$ cat config.mk
export PLATFORM = sky130hd
export DESIGN_NAME = length_prefixed_deframer_unit_flat
export DESIGN_NICKNAME = d
export VERILOG_FILES = /design/src/rtl/core/lpd_pkg.sv /design/src/rtl/core/lpd_if.sv /design/src/rtl/core/lpd_parser.sv /design/src/rtl/core/lpd_out_buf.sv /design/src/rtl/core/length_prefixed_deframer_unit.sv /design/src/flat_wrapper.sv
export SDC_FILE = /design/constraint.sdc
export NUM_CORES = 1
export LEC_CHECK = 0
export ABC_AREA = 1
export BUFFER_PORTS_ARGS = -buffer_cell sky130_fd_sc_hd__buf_4
export CORE_MARGIN = 3
export CORE_UTILIZATION = 56
export DETAILED_ROUTE_END_ITERATION = 8
export GPL_TIMING_DRIVEN = 1
export PLACE_DENSITY = 0.74
export SLEW_MARGIN = 25
export SYNTH_ARGS = -nofsm -noshare
export SYNTH_HDL_FRONTEND = slang
export SYNTH_HIERARCHICAL = 1
export SYNTH_SLANG_ARGS = --single-unit
export TNS_END_PERCENT = 20
$ cat constraint.sdc
create_clock -name clock -period 9.55 [get_ports clock]
set_input_delay 1.4325 -clock clock [delete_from_list [all_inputs] [get_ports clock]]
set_output_delay 1.4325 -clock clock [all_outputs]
set_load 0.01 [all_outputs]
$ cat src/rtl/core/lpd_pkg.sv
// Package for the length-prefixed deframer: phase codes, item kinds,
// register indexes, reset values and the result item type.
// No dependencies; the parser, output buffer and top level import it.
package lpd_pkg;

   // header and payload phases
   localparam logic [2:0] PH_LEN   = 3'd0;
   localparam logic [2:0] PH_TYPE  = 3'd1;
   localparam logic [2:0] PH_JSIZE = 3'd2;
   localparam logic [2:0] PH_EMIT  = 3'd3;
   localparam logic [2:0] PH_SKIP  = 3'd4;

   // result item kinds
   localparam logic [1:0] KIND_HEADER = 2'd0;
   localparam logic [1:0] KIND_JSON   = 2'd1;
   localparam logic [1:0] KIND_BIN    = 2'd2;

   // configuration register indexes
   localparam int unsigned CSR_IDX_W = 1;
   localparam logic [CSR_IDX_W-1:0] CSR_MAX_FRAME_LEN = 1'd0;
   localparam logic [CSR_IDX_W-1:0] CSR_MAX_JSON_LEN  = 1'd1;

   localparam logic [31:0] MAX_FRAME_LEN_RESET = 32'h0100_0000;
   localparam logic [31:0] MAX_JSON_LEN_RESET  = 32'h0100_0000;

   // fixed header geometry
   localparam logic [31:0] HDR_TAIL_BYTES = 32'd6;   // type plus JSON size
   localparam logic [1:0]  LEN_LAST_BYTE  = 2'd3;
   localparam logic [1:0]  TYPE_LAST_BYTE = 2'd1;
   localparam logic [1:0]  JSIZE_LAST_BYTE = 2'd3;

   typedef struct packed {
      logic [1:0]  item_kind;
      logic [15:0] msg_type;
      logic [31:0] json_len;
      logic [31:0] bin_len;
      logic [7:0]  data_byte;
      logic        last;
   } lpd_result_type;

endpackage

$ cat src/rtl/core/lpd_if.sv
// Valid/ready channel interfaces of the deframer: received bytes in,
// result items out. No dependencies.
interface lpd_req_if;
   logic       valid;
   logic       ready;
   logic [7:0] rx_byte;

   modport source (output valid, output rx_byte, input ready);
   modport sink (input valid, input rx_byte, output ready);
endinterface

interface lpd_rsp_if;
   logic        valid;
   logic        ready;
   logic [1:0]  item_kind;
   logic [15:0] msg_type;
   logic [31:0] json_len;
   logic [31:0] bin_len;
   logic [7:0]  data_byte;
   logic        last;

   modport source (output valid, output item_kind, output msg_type, output json_len,
                   output bin_len, output data_byte, output last, input ready);
   modport sink (input valid, input item_kind, input msg_type, input json_len,
                 input bin_len, input data_byte, input last, output ready);
endinterface

$ cat src/rtl/core/lpd_parser.sv
// Header parser and payload tagger: one byte per transfer, at most one
// result item per byte. Depends on lpd_pkg.
module lpd_parser (
   input  logic                   clock,
   input  logic                   reset,
   input  logic                   byte_valid_i,
   input  logic [7:0]             byte_i,
   input  logic [31:0]            max_frame_len_i,
   input  logic [31:0]            max_json_len_i,
   output logic                   res_valid_o,
   output lpd_pkg::lpd_result_type res_o
);
   import lpd_pkg::*;

   logic [2:0]  phase_ff, phase_in;
   logic [1:0]  count_ff, count_in;
   logic [31:0] frame_len_ff, frame_len_in;
   logic [31:0] payload_ff, payload_in;
   logic [15:0] frame_type_ff, frame_type_in;
   logic [31:0] json_ff, json_in;
   logic [31:0] bin_ff, bin_in;
   logic [31:0] remain_ff, remain_in;

   logic [31:0] len_shift;
   logic [31:0] json_shift;
   logic [31:0] consumed;

   always_comb begin
      phase_in      = phase_ff;
      count_in      = count_ff;
      frame_len_in  = frame_len_ff;
      payload_in    = payload_ff;
      frame_type_in = frame_type_ff;
      json_in       = json_ff;
      bin_in        = bin_ff;
      remain_in     = remain_ff;
      res_valid_o   = 1'b0;
      res_o         = '0;
      res_o.msg_type = frame_type_ff;
      res_o.json_len = json_ff;
      res_o.bin_len  = bin_ff;

      // restart the length field when no length byte is pending
      len_shift  = (phase_ff == PH_LEN && count_ff != 2'd0) ?
                   {frame_len_ff[23:0], byte_i} : {24'd0, byte_i};
      json_shift = {json_ff[23:0], byte_i};
      consumed   = payload_ff - remain_ff;

      if (byte_valid_i) begin
         case (phase_ff)
            PH_TYPE: begin
               frame_type_in = {frame_type_ff[7:0], byte_i};
               count_in      = count_ff + 2'd1;
               if (count_ff == TYPE_LAST_BYTE) begin
                  count_in = 2'd0;
                  json_in  = '0;
                  phase_in = PH_JSIZE;
               end
            end
            PH_JSIZE: begin
               json_in  = json_shift;
               count_in = count_ff + 2'd1;
               if (count_ff == JSIZE_LAST_BYTE) begin
                  count_in  = 2'd0;
                  remain_in = payload_ff;
                  bin_in    = payload_ff - json_shift;
                  if (json_shift > payload_ff || json_shift > max_json_len_i) begin
                     phase_in = (payload_ff == '0) ? PH_LEN : PH_SKIP;
                  end else begin
                     phase_in        = (payload_ff == '0) ? PH_LEN : PH_EMIT;
                     res_valid_o     = 1'b1;
                     res_o.item_kind = KIND_HEADER;
                     res_o.json_len  = json_shift;
                     res_o.bin_len   = payload_ff - json_shift;
                     res_o.last      = (payload_ff == '0);
                  end
               end
            end
            PH_EMIT: begin
               remain_in       = remain_ff - 32'd1;
               res_valid_o     = 1'b1;
               res_o.item_kind = (consumed < json_ff) ? KIND_JSON : KIND_BIN;
               res_o.data_byte = byte_i;
               res_o.last      = (remain_ff == 32'd1);
               if (remain_ff == 32'd1) begin
                  phase_in = PH_LEN;
               end
            end
            PH_SKIP: begin
               if (remain_ff != '0) begin
                  remain_in = remain_ff - 32'd1;
               end
               if (remain_ff <= 32'd1) begin
                  phase_in = PH_LEN;
               end
            end
            default: begin
               // length field, also recovery from an undefined phase
               frame_len_in = len_shift;
               count_in     = (phase_ff == PH_LEN) ? count_ff + 2'd1 : 2'd1;
               phase_in     = PH_LEN;
               if (phase_ff == PH_LEN && count_ff == LEN_LAST_BYTE) begin
                  count_in = 2'd0;
                  if (len_shift < HDR_TAIL_BYTES || len_shift > max_frame_len_i) begin
                     frame_len_in = '0;
                  end else begin
                     payload_in    = len_shift - HDR_TAIL_BYTES;
                     frame_type_in = '0;
                     phase_in      = PH_TYPE;
                  end
               end
            end
         endcase
      end
   end

   // hold control state under reset, advance on each transfer
   always_ff @(posedge clock) begin
      if (reset) begin
         phase_ff <= PH_LEN;
         count_ff <= 2'd0;
      end else begin
         phase_ff <= phase_in;
         count_ff <= count_in;
      end
      frame_len_ff  <= frame_len_in;
      payload_ff    <= payload_in;
      frame_type_ff <= frame_type_in;
      json_ff       <= json_in;
      bin_ff        <= bin_in;
      remain_ff     <= remain_in;
   end

   // the emit phase never runs with nothing left to count
   a_emit_nonzero: assert property (@(posedge clock) disable iff (reset)
      phase_ff == PH_EMIT |-> remain_ff != '0)
      else $error("emit phase with zero bytes remaining");

   a_result_phase: assert property (@(posedge clock) disable iff (reset)
      res_valid_o |-> (phase_ff == PH_EMIT || phase_ff == PH_JSIZE))
      else $error("result outside header end or payload emit");

   a_last_ends_frame: assert property (@(posedge clock) disable iff (reset)
      res_valid_o && res_o.last |=> phase_ff == PH_LEN)
      else $error("last item did not return to length search");

endmodule

$ cat src/rtl/core/lpd_out_buf.sv
// Result register with a skid entry, so a new byte can be taken while a
// finished item waits downstream. Depends on lpd_pkg.
module lpd_out_buf (
   input  logic                    clock,
   input  logic                    reset,
   input  logic                    push_i,
   input  lpd_pkg::lpd_result_type push_data_i,
   output logic                    space_o,
   output logic                    out_valid_o,
   input  logic                    out_ready_i,
   output lpd_pkg::lpd_result_type out_data_o
);
   import lpd_pkg::*;

   logic           out_valid_ff, out_valid_in;
   logic           skid_valid_ff, skid_valid_in;
   lpd_result_type out_data_ff, out_data_in;
   lpd_result_type skid_data_ff, skid_data_in;
   logic           pop;

   assign pop         = out_valid_ff && out_ready_i;
   assign space_o     = !skid_valid_ff;
   assign out_valid_o = out_valid_ff;
   assign out_data_o  = out_data_ff;

   // refill from skid first, else take the new item or park it
   always_comb begin
      out_valid_in  = out_valid_ff;
      skid_valid_in = skid_valid_ff;
      out_data_in   = out_data_ff;
      skid_data_in  = skid_data_ff;
      if (skid_valid_ff) begin
         if (pop) begin
            out_data_in   = skid_data_ff;
            skid_valid_in = 1'b0;
         end
      end else if (push_i) begin
         if (!out_valid_ff || pop) begin
            out_data_in  = push_data_i;
            out_valid_in = 1'b1;
         end else begin
            skid_data_in  = push_data_i;
            skid_valid_in = 1'b1;
         end
      end else if (pop) begin
         out_valid_in = 1'b0;
      end
   end

   always_ff @(posedge clock) begin
      if (reset) begin
         out_valid_ff  <= 1'b0;
         skid_valid_ff <= 1'b0;
      end else begin
         out_valid_ff  <= out_valid_in;
         skid_valid_ff <= skid_valid_in;
      end
      out_data_ff  <= out_data_in;
      skid_data_ff <= skid_data_in;
   end

   a_skid_behind_out: assert property (@(posedge clock) disable iff (reset)
      skid_valid_ff |-> out_valid_ff)
      else $error("skid entry held with empty output register");

   a_no_overflow: assert property (@(posedge clock) disable iff (reset)
      !(push_i && skid_valid_ff))
      else $error("item pushed while both entries full");

   a_stall_holds: assert property (@(posedge clock) disable iff (reset)
      out_valid_ff && !out_ready_i |=> out_valid_ff && $stable(out_data_ff))
      else $error("stalled result changed");

endmodule

$ cat src/rtl/core/length_prefixed_deframer_unit.sv
// Length-prefixed deframer, top level.
// Each result item is registered in the output register, or in the skid entry while that is held.
// Throughput: one byte per cycle while input ready is high; the parser state registers each byte's update,
// and the two-entry output buffer holds input ready low only while both entries are full.
// Reset (synchronous): length search, empty output buffer, both limits at 16777216.
module length_prefixed_deframer_unit (
   input  logic                           clock,
   input  logic                           reset,
   lpd_req_if.sink                        req_chan,
   lpd_rsp_if.source                      rsp_chan,
   input  logic                           csr_we,
   input  logic [lpd_pkg::CSR_IDX_W-1:0]  csr_index,
   input  logic [31:0]                    csr_wdata
);
   import lpd_pkg::*;

   logic [31:0]    max_frame_len_ff;
   logic [31:0]    max_json_len_ff;
   logic           space;
   logic           accept;
   logic           res_valid;
   lpd_result_type res;
   lpd_result_type out_data;

   assign req_chan.ready = space;
   assign accept         = req_chan.valid && space;

   // configuration registers
   always_ff @(posedge clock) begin
      if (reset) begin
         max_frame_len_ff <= MAX_FRAME_LEN_RESET;
         max_json_len_ff  <= MAX_JSON_LEN_RESET;
      end else if (csr_we) begin
         case (csr_index)
            CSR_MAX_FRAME_LEN: max_frame_len_ff <= csr_wdata;
            CSR_MAX_JSON_LEN:  max_json_len_ff  <= csr_wdata;
            default: ;
         endcase
      end
   end

   lpd_parser u_parser (
      .clock           (clock),
      .reset           (reset),
      .byte_valid_i    (accept),
      .byte_i          (req_chan.rx_byte),
      .max_frame_len_i (max_frame_len_ff),
      .max_json_len_i  (max_json_len_ff),
      .res_valid_o     (res_valid),
      .res_o           (res)
   );

   lpd_out_buf u_out_buf (
      .clock       (clock),
      .reset       (reset),
      .push_i      (res_valid),
      .push_data_i (res),
      .space_o     (space),
      .out_valid_o (rsp_chan.valid),
      .out_ready_i (rsp_chan.ready),
      .out_data_o  (out_data)
   );

   assign rsp_chan.item_kind = out_data.item_kind;
   assign rsp_chan.msg_type  = out_data.msg_type;
   assign rsp_chan.json_len  = out_data.json_len;
   assign rsp_chan.bin_len   = out_data.bin_len;
   assign rsp_chan.data_byte = out_data.data_byte;
   assign rsp_chan.last      = out_data.last;

endmodule
$ cat src/flat_wrapper.sv
// flat-port wrapper written by rule: the top's interface ports become plain ports
module length_prefixed_deframer_unit_flat import lpd_pkg::*;
  (clock, reset, csr_we, csr_index, csr_wdata, req_chan_valid, req_chan_rx_byte, req_chan_ready, rsp_chan_valid, rsp_chan_item_kind, rsp_chan_msg_type, rsp_chan_json_len, rsp_chan_bin_len, rsp_chan_data_byte, rsp_chan_last, rsp_chan_ready);
  lpd_req_if req_chan_i ();
  lpd_rsp_if rsp_chan_i ();
  input  logic clock;
  input  logic reset;
  input  logic csr_we;
  input  logic [lpd_pkg::CSR_IDX_W-1:0] csr_index;
  input  logic [31:0] csr_wdata;
  input wire logic [$bits(req_chan_i.valid)-1:0] req_chan_valid;
  input wire logic [$bits(req_chan_i.rx_byte)-1:0] req_chan_rx_byte;
  output wire logic [$bits(req_chan_i.ready)-1:0] req_chan_ready;
  output wire logic [$bits(rsp_chan_i.valid)-1:0] rsp_chan_valid;
  output wire logic [$bits(rsp_chan_i.item_kind)-1:0] rsp_chan_item_kind;
  output wire logic [$bits(rsp_chan_i.msg_type)-1:0] rsp_chan_msg_type;
  output wire logic [$bits(rsp_chan_i.json_len)-1:0] rsp_chan_json_len;
  output wire logic [$bits(rsp_chan_i.bin_len)-1:0] rsp_chan_bin_len;
  output wire logic [$bits(rsp_chan_i.data_byte)-1:0] rsp_chan_data_byte;
  output wire logic [$bits(rsp_chan_i.last)-1:0] rsp_chan_last;
  input wire logic [$bits(rsp_chan_i.ready)-1:0] rsp_chan_ready;
  assign req_chan_i.valid = req_chan_valid;
  assign req_chan_i.rx_byte = req_chan_rx_byte;
  assign req_chan_ready = req_chan_i.ready;
  assign rsp_chan_valid = rsp_chan_i.valid;
  assign rsp_chan_item_kind = rsp_chan_i.item_kind;
  assign rsp_chan_msg_type = rsp_chan_i.msg_type;
  assign rsp_chan_json_len = rsp_chan_i.json_len;
  assign rsp_chan_bin_len = rsp_chan_i.bin_len;
  assign rsp_chan_data_byte = rsp_chan_i.data_byte;
  assign rsp_chan_last = rsp_chan_i.last;
  assign rsp_chan_i.ready = rsp_chan_ready;
  length_prefixed_deframer_unit u_core (.clock(clock), .reset(reset), .req_chan(req_chan_i), .rsp_chan(rsp_chan_i), .csr_we(csr_we), .csr_index(csr_index), .csr_wdata(csr_wdata));
endmodule
### Yosys cells after proc, flatten, opt, wreduce, memory -nomap -nowiden

Index checks and enable logic that the tools add are counted.

* flip-flop bits (word level): 421
* bits in latches: 0
* RAM bits: 0
* ROM bits: 0
* input bits: 46
* output and inout bits: 93
* word-level logic and storage cells: 144
* memories: 0

* add/subtract/negate cells: 5
* multipliers: 0
* divide/modulo/power cells: 0
* magnitude comparators: 6
* equal/unequal tests: 15
* shifts and indexed selects: 0
* muxes and demuxes: 52
* bitwise operators: 7
* reduce and logical (&&, ||, !) cells: 35

Operator list (count)
* $mux W91: 4
* $mux W64: 3
* $mux W32: 4
* $gt A32 B32 Y1: 3
* $pmux W32 S3: 1
* $mux W73: 1
* $pmux W32 S2: 1
* $sub A32 B32 Y32: 2
* $mux W24: 2
* $eq A32 B1 Y1 const B: 1
* $le A32 B1 Y1 const B: 1
* $logic_not A32 Y1: 1
* $lt A32 B3 Y1 const B: 1
* $lt A32 B32 Y1: 1
* $mux W16: 2
* $pmux W16 S2: 1
* $reduce_bool A32 Y1: 1
* $sub A32 B1 Y32 const B: 1
* $sub A32 B3 Y32 const B: 1
* $mux W3: 6
* $mux W2: 8
* $reduce_and A3 Y1: 5
* $mux W1: 14
* $ne A2 B2 Y1 const B: 6
* other kinds (24): 49

### Longest topological paths before layout

* word-level depth: 9
* depth in mapped cells: 25
* mapped depth without buffers: 25

### Modules after synthesis

The synthesis kept the hierarchy.

By module, submodules not included
* lpd_parser: times used 1, cells each 2075, area each 15399.8 um2, seq. area each 5144.9 um2
* lpd_out_buf: times used 1, cells each 498, area each 6772.7 um2, seq. area each 5505.3 um2
* length_prefixed_deframer_unit: times used 1, cells each 348, area each 2506.2 um2, seq. area each 1281.2 um2

### Worst setup path before layout

No wires, ideal clock.

* path type: input to register
* start: input req_chan_rx_byte[0]
* end: register u_core/u_out_buf/skid_data_ff[0] (netlist name), enable pin
* library setup time: 0.652 ns
* arrival time: 9.445 ns
* required time: 8.898 ns
* setup slack: -0.547 ns
* stages on the path: 19
* buffers on the path: 2
* cell sequence: ha_1 > fa_1 > inv_1 > nand3_1 > nand2_1 > nand2_1 > nand2_2 > nand3_1 > nand2_2 > nand2_1 > nand2_1 > nand2_1 > inv_2 > nand2_1 > buf_6 > buf_6 > nand2_1 > inv_1 > nor3_1

* cells in the longest elaborated chain, start to end: 7
* elaborated cells on any way between the ends: 8
* those cells by class: order compare (2); mux (4); reduce/logical (2)

RTL lines
* start: declaration: RTL line flat_wrapper.sv:12 `input wire logic [$bits(req_chan_i.rx_byte)-1:0] req_chan_rx_byte;`
* $gt A32 B32 Y1: RTL line lpd_parser.sv:67 `if (json_shift > payload_ff || json_shift > max_json_len_i) begin`
* $logic_or A1 B1 Y1 *: RTL line lpd_parser.sv:67
* $mux W1 *: RTL line lpd_parser.sv:67
* $mux W1 *: RTL line lpd_parser.sv:63 `if (count_ff == JSIZE_LAST_BYTE) begin`
* $pmux W1 S2 *: RTL line lpd_parser.sv:50 `case (phase_ff)`
* $mux W1 *: RTL line lpd_parser.sv:49 `if (byte_valid_i) begin`
* named net u_core.res_valid: RTL line length_prefixed_deframer_unit.sv:21 `logic res_valid;`
* $reduce_and A3 Y1 (no line) *
* end signal: assignment: RTL line lpd_out_buf.sv:59 `skid_data_ff <= skid_data_in;`
* end: declaration: RTL line lpd_out_buf.sv:18 `lpd_result_type skid_data_ff, skid_data_in;`

Mark *: on every way through the listed nets, which the timed path passes. The rest lies on a longest branch.
A chain may end at the register's enable or synchronous reset.

### Worst setup path in the final report

* start: input req_chan_rx_byte[0]
* end: register u_core/u_out_buf/skid_data_ff[46] (netlist name), enable pin

The elaborated chain is that of the path after synthesis.

==> results.md <==
* Peak supply drop at 0.192 mV
* Die area at about 47000 sq um
* Total CTS buffers at 45
* Psw at 0.00189 W
* Clock Sinks at 421
* LEAKAGE at about 13 nW
* Vias in the first global route at between 15000 and 20000
* Critical Path Slowest Stage Cell: nor3_4
* Final worst slack at about 3.4 ns
* Via-to-Cell Ratio at 5.53
* RSZ-0062 raised after global routing: false
* Ys flop type: edfxtp_1
* R2r setup slk at 3.84 ns
* Fin. Hold Viols at 0
* Post-Route WL at 69.6 mm
* Hold-fix buffers, CTS at 0
* Starting DRT DRC Count at approximately 2100
* Fin. max-slew vios at 0
* DR WL/cell at approximately 19 microns
* Reg-to-Reg Start: u_core/u_parser/payload_ff[0]
* Switching part of the total power at 33.7%
* Count of final setup violators at 0
* Largest area contributor in the netlist: edfxtp_1
* Skew final at ~0.023 ns
* Share of cells above drive strength 1 at under 10%
* Cell count after synthesis at 2921
* Worst hold start: u_core/u_parser/frame_type_ff[14]
* Syn_area_per_cell at 8.45 sq um
* Tcrit/Tclk final at between 60% and 70%
* Met1 wire length at 28.9 mm
* Combinational share of power at 27.8%
* Crit path launch type: input pin
* #FFs+latches synth at 421
* Kind of cell adding the most delay to the critical path: simple AND/OR/NAND/NOR gates
* Pre-CTS WS at 2.84 ns
* Slew @ Worst Pin at 1.01 ns
* Async SR Flop Fraction at 0%
* WP buf/inv at 7
* Core area at 43300 sq um
* Post_cts resized at 0
* Critical Path Max Stage Delay at approximately 0.75 ns
* Initial Utilization at roughly 57%
* Area delta synth->final at 11.7%
* Vias at 20200
* Seq/Total Area, Yosys at 48.3%
* Tot Pwr at 0.00562 W
* # rows at 76
* Synth area leaders: edfxtp_1 43%, nand2_1 13%, ha_1 8.4%, dfxtp_1 5.8%, nor2_1 5.5%
* # fillers at 3663
* Setup_tns at 0 ns
* Max Root-Sink Buffers at 3
* WHS Path Cells at 0
* TritonCTS clock tree: built
* Power share of the clock group at 31.5%
* R2r endpoint: u_core/u_out_buf/skid_data_ff[46]
* Internal at 0.00373 W
* Pwr Density at 204 nW/um^2
* Metal2 WL at 33.2 mm
* Final antenna-violating net count at 0
* Outcome: completed
* Final Util at a little under two thirds
* HP Class: register to register
* Clk Latency, worst-skew pair at ~0.58 ns
* ANT cells at 0
* Largest net degree at the start of global routing at 95
* Top layer in use: met5
* Min Tclk post-route at 6.19 ns
* Initial antenna violation count at 1
* Clock transition at the registers of the reported paths at 0.06 ns
* Critical Path, Cell by Cell: buf_4 > ha_1 > fa_1 > inv_1 > nand3_1 > nand2_1 > nand2_1 > nand2_2 > nand3_1 > nand2_2 > nand2_1 > nand2_1 > nand2_1 > inv_2 > buf_4 > nand2_2 > buf_4 > nand2_1 > inv_1 > nor3_4 > buf_12
* Root Driver: clkbuf_16
* Data required, critical path at between 9 and 10 ns
* IO Pins at 139
* Sequential Power Share at 40.7%
* H-tree depth at 2
* Yosys top cell area share at 42.6%
* IO Port Bufs at 138
* Pre-Repair DR Iteration Count at 6
* Synth warnings at 6
* Die extent in y at 216 microns
* DP HPWL at 53.6 mm
* Synthesized net count at 3134
* Global-route wire length before repair at 108 mm
* Post-CTS Setup Bufs at 0
* Crit path top cell by count: nand2_1
* DRC viols at 0
* Post-synthesis cell type count at 51
* Worst EP arrival at approximately 6.4 ns
* Total Routing Usage GR at 29.5%
* Rel. slew slack at 32.7%
* Maximum fanout along the worst path at 74
* Fmax at about 160 MHz
* Final GP Congestion at 0.982
* Critical path class: input pin to register
* R2R depth at 21
* Grt ovf at 0
* Routed length on met3 at 4.97 mm
* Max-Cap Viols at 0
* Placed Area at approximately 26000 sq um
* Fin area at 27600 sq um
* Die Wd at 216 microns
* Kind of end point of the critical path: register
* Mapped Area at 24700 sq um
* Post-synth EDFFs at between 300 and 400
* Worst Hold End: u_core/u_out_buf/skid_data_ff[87]
* Nets at ~3300
-- synthesized netlist by cell type (all sizes together), types with 4 or more instances --
cell type	n
a21oi	158
a31oi	12
nand3	174
edfxtp	350
nor3	30
nand4	24
o221ai	4
ha	165
a21o	12
xnor2	9
clkbuf	28
inv	354
nand2	863
nor4	11
o21bai	8
dfxtp	71
nor2	373
buf	56
xor2	79
a21boi	4
o21a	7
o21ai	115
-- cell usage in the layout, fill, tap and decap left out, drive strengths merged, types with 4 or more instances in the layout --
master,instances
nand2,863
nor2,373
inv,357
edfxtp,350
nand3,174
ha,165
a21oi,158
buf,156
o21ai,115
xor2,79
dfxtp,71
clkbuf,61
nor3,30
nand4,24
clkinv,14
a21o,12
a31oi,12
nor4,11
xnor2,9
o21bai,8
o21a,7
bufinv,4
a21boi,4
o221ai,4
-- kinds of logic after synthesis --
group	synth area share, %
buf+inv	7.87
flops	48.3
fa+ha+maj	8.53
xor+xnor	3.12
simple gates	24.7
compound gates	7.45
-- flip-flops by register name (all words and copies together) (netlist names) --
name                            flops
u_core/u_parser/bin_ff             32
u_core/u_parser/frame_len_ff       24
u_core/u_parser/frame_type_ff      16
u_core/u_parser/phase_ff            3
u_core/u_parser/payload_ff         32
u_core/u_out_buf/out_valid_o        1
u_core/u_out_buf/out_data_o        91
u_core/u_parser/count_ff            2
u_core/u_parser/json_ff            32
u_core/u_out_buf/skid_data_ff      91
u_core/max_json_len_ff             32
u_core/u_out_buf/skid_valid_ff      1
u_core/u_parser/remain_ff          32
u_core/max_frame_len_ff            32
-- area by class of cell --
type | count | area (sq um) | share of cell area [%]
multi-input cells | 2060 | 10900 | 39.4
inverters | 356 | 1340 | 4.85
clock buffers | 61 | 1280 | 4.65
repair buffers | 156 | 1200 | 4.34
well taps | 585 | 732 | 2.65
flip-flops and latches | 421 | 11900 | 43.3
clock inverters | 20 | 223 | 0.808
-- stage by stage --
step	hold WS [ns]	instances
after global placement	0.434	3578
after CTS	0.447	3659
after floorplan	0.427	2921
after detailed placement	0.432	3578
after global routing	0.457	3659
final	0.448	3659
-- how the worst max path moves through the flow --
| stage | from | end | slack (ns) | cells after the start |
|---|---|---|---|---|
| finish | req_chan_rx_byte[0] | u_core/u_out_buf/skid_data_ff[46] | 3.36 | 21 |
| global route | req_chan_rx_byte[0] | u_core/u_out_buf/skid_data_ff[51] | 2.97 | 21 |
| CTS | req_chan_rx_byte[0] | u_core/u_out_buf/skid_data_ff[22] | 3.45 | 21 |
| detailed placement | req_chan_rx_byte[0] | u_core/u_out_buf/skid_data_ff[47] | 2.84 | 21 |
| global placement | req_chan_rx_byte[0] | u_core/u_out_buf/skid_data_ff[47] | 2.96 | 21 |
| floorplan | req_chan_rx_byte[0] | u_core/u_out_buf/out_data_o[0] | 1.82 | 21 |
-- routing by layer --
metal  vias up  global-route usage [%]
li1       9829                       -
met1      9526                    39.4
met2       727                    49.4
met3       133                    4.73
met4         2                    10.2
met5         -                       0
-- power by group through the flow --
stage,registers [W],clock network [W],logic [W]
floorplan,0.00230,0,0.00114
global placement,0.00232,0,0.00148
detailed placement,0.00232,0,0.00154
CTS,0.00228,0.00181,0.00154
global route,0.00230,0.00188,0.00173
finish,0.00229,0.00177,0.00156
Note: power is estimated with default switching activity, not from simulation.
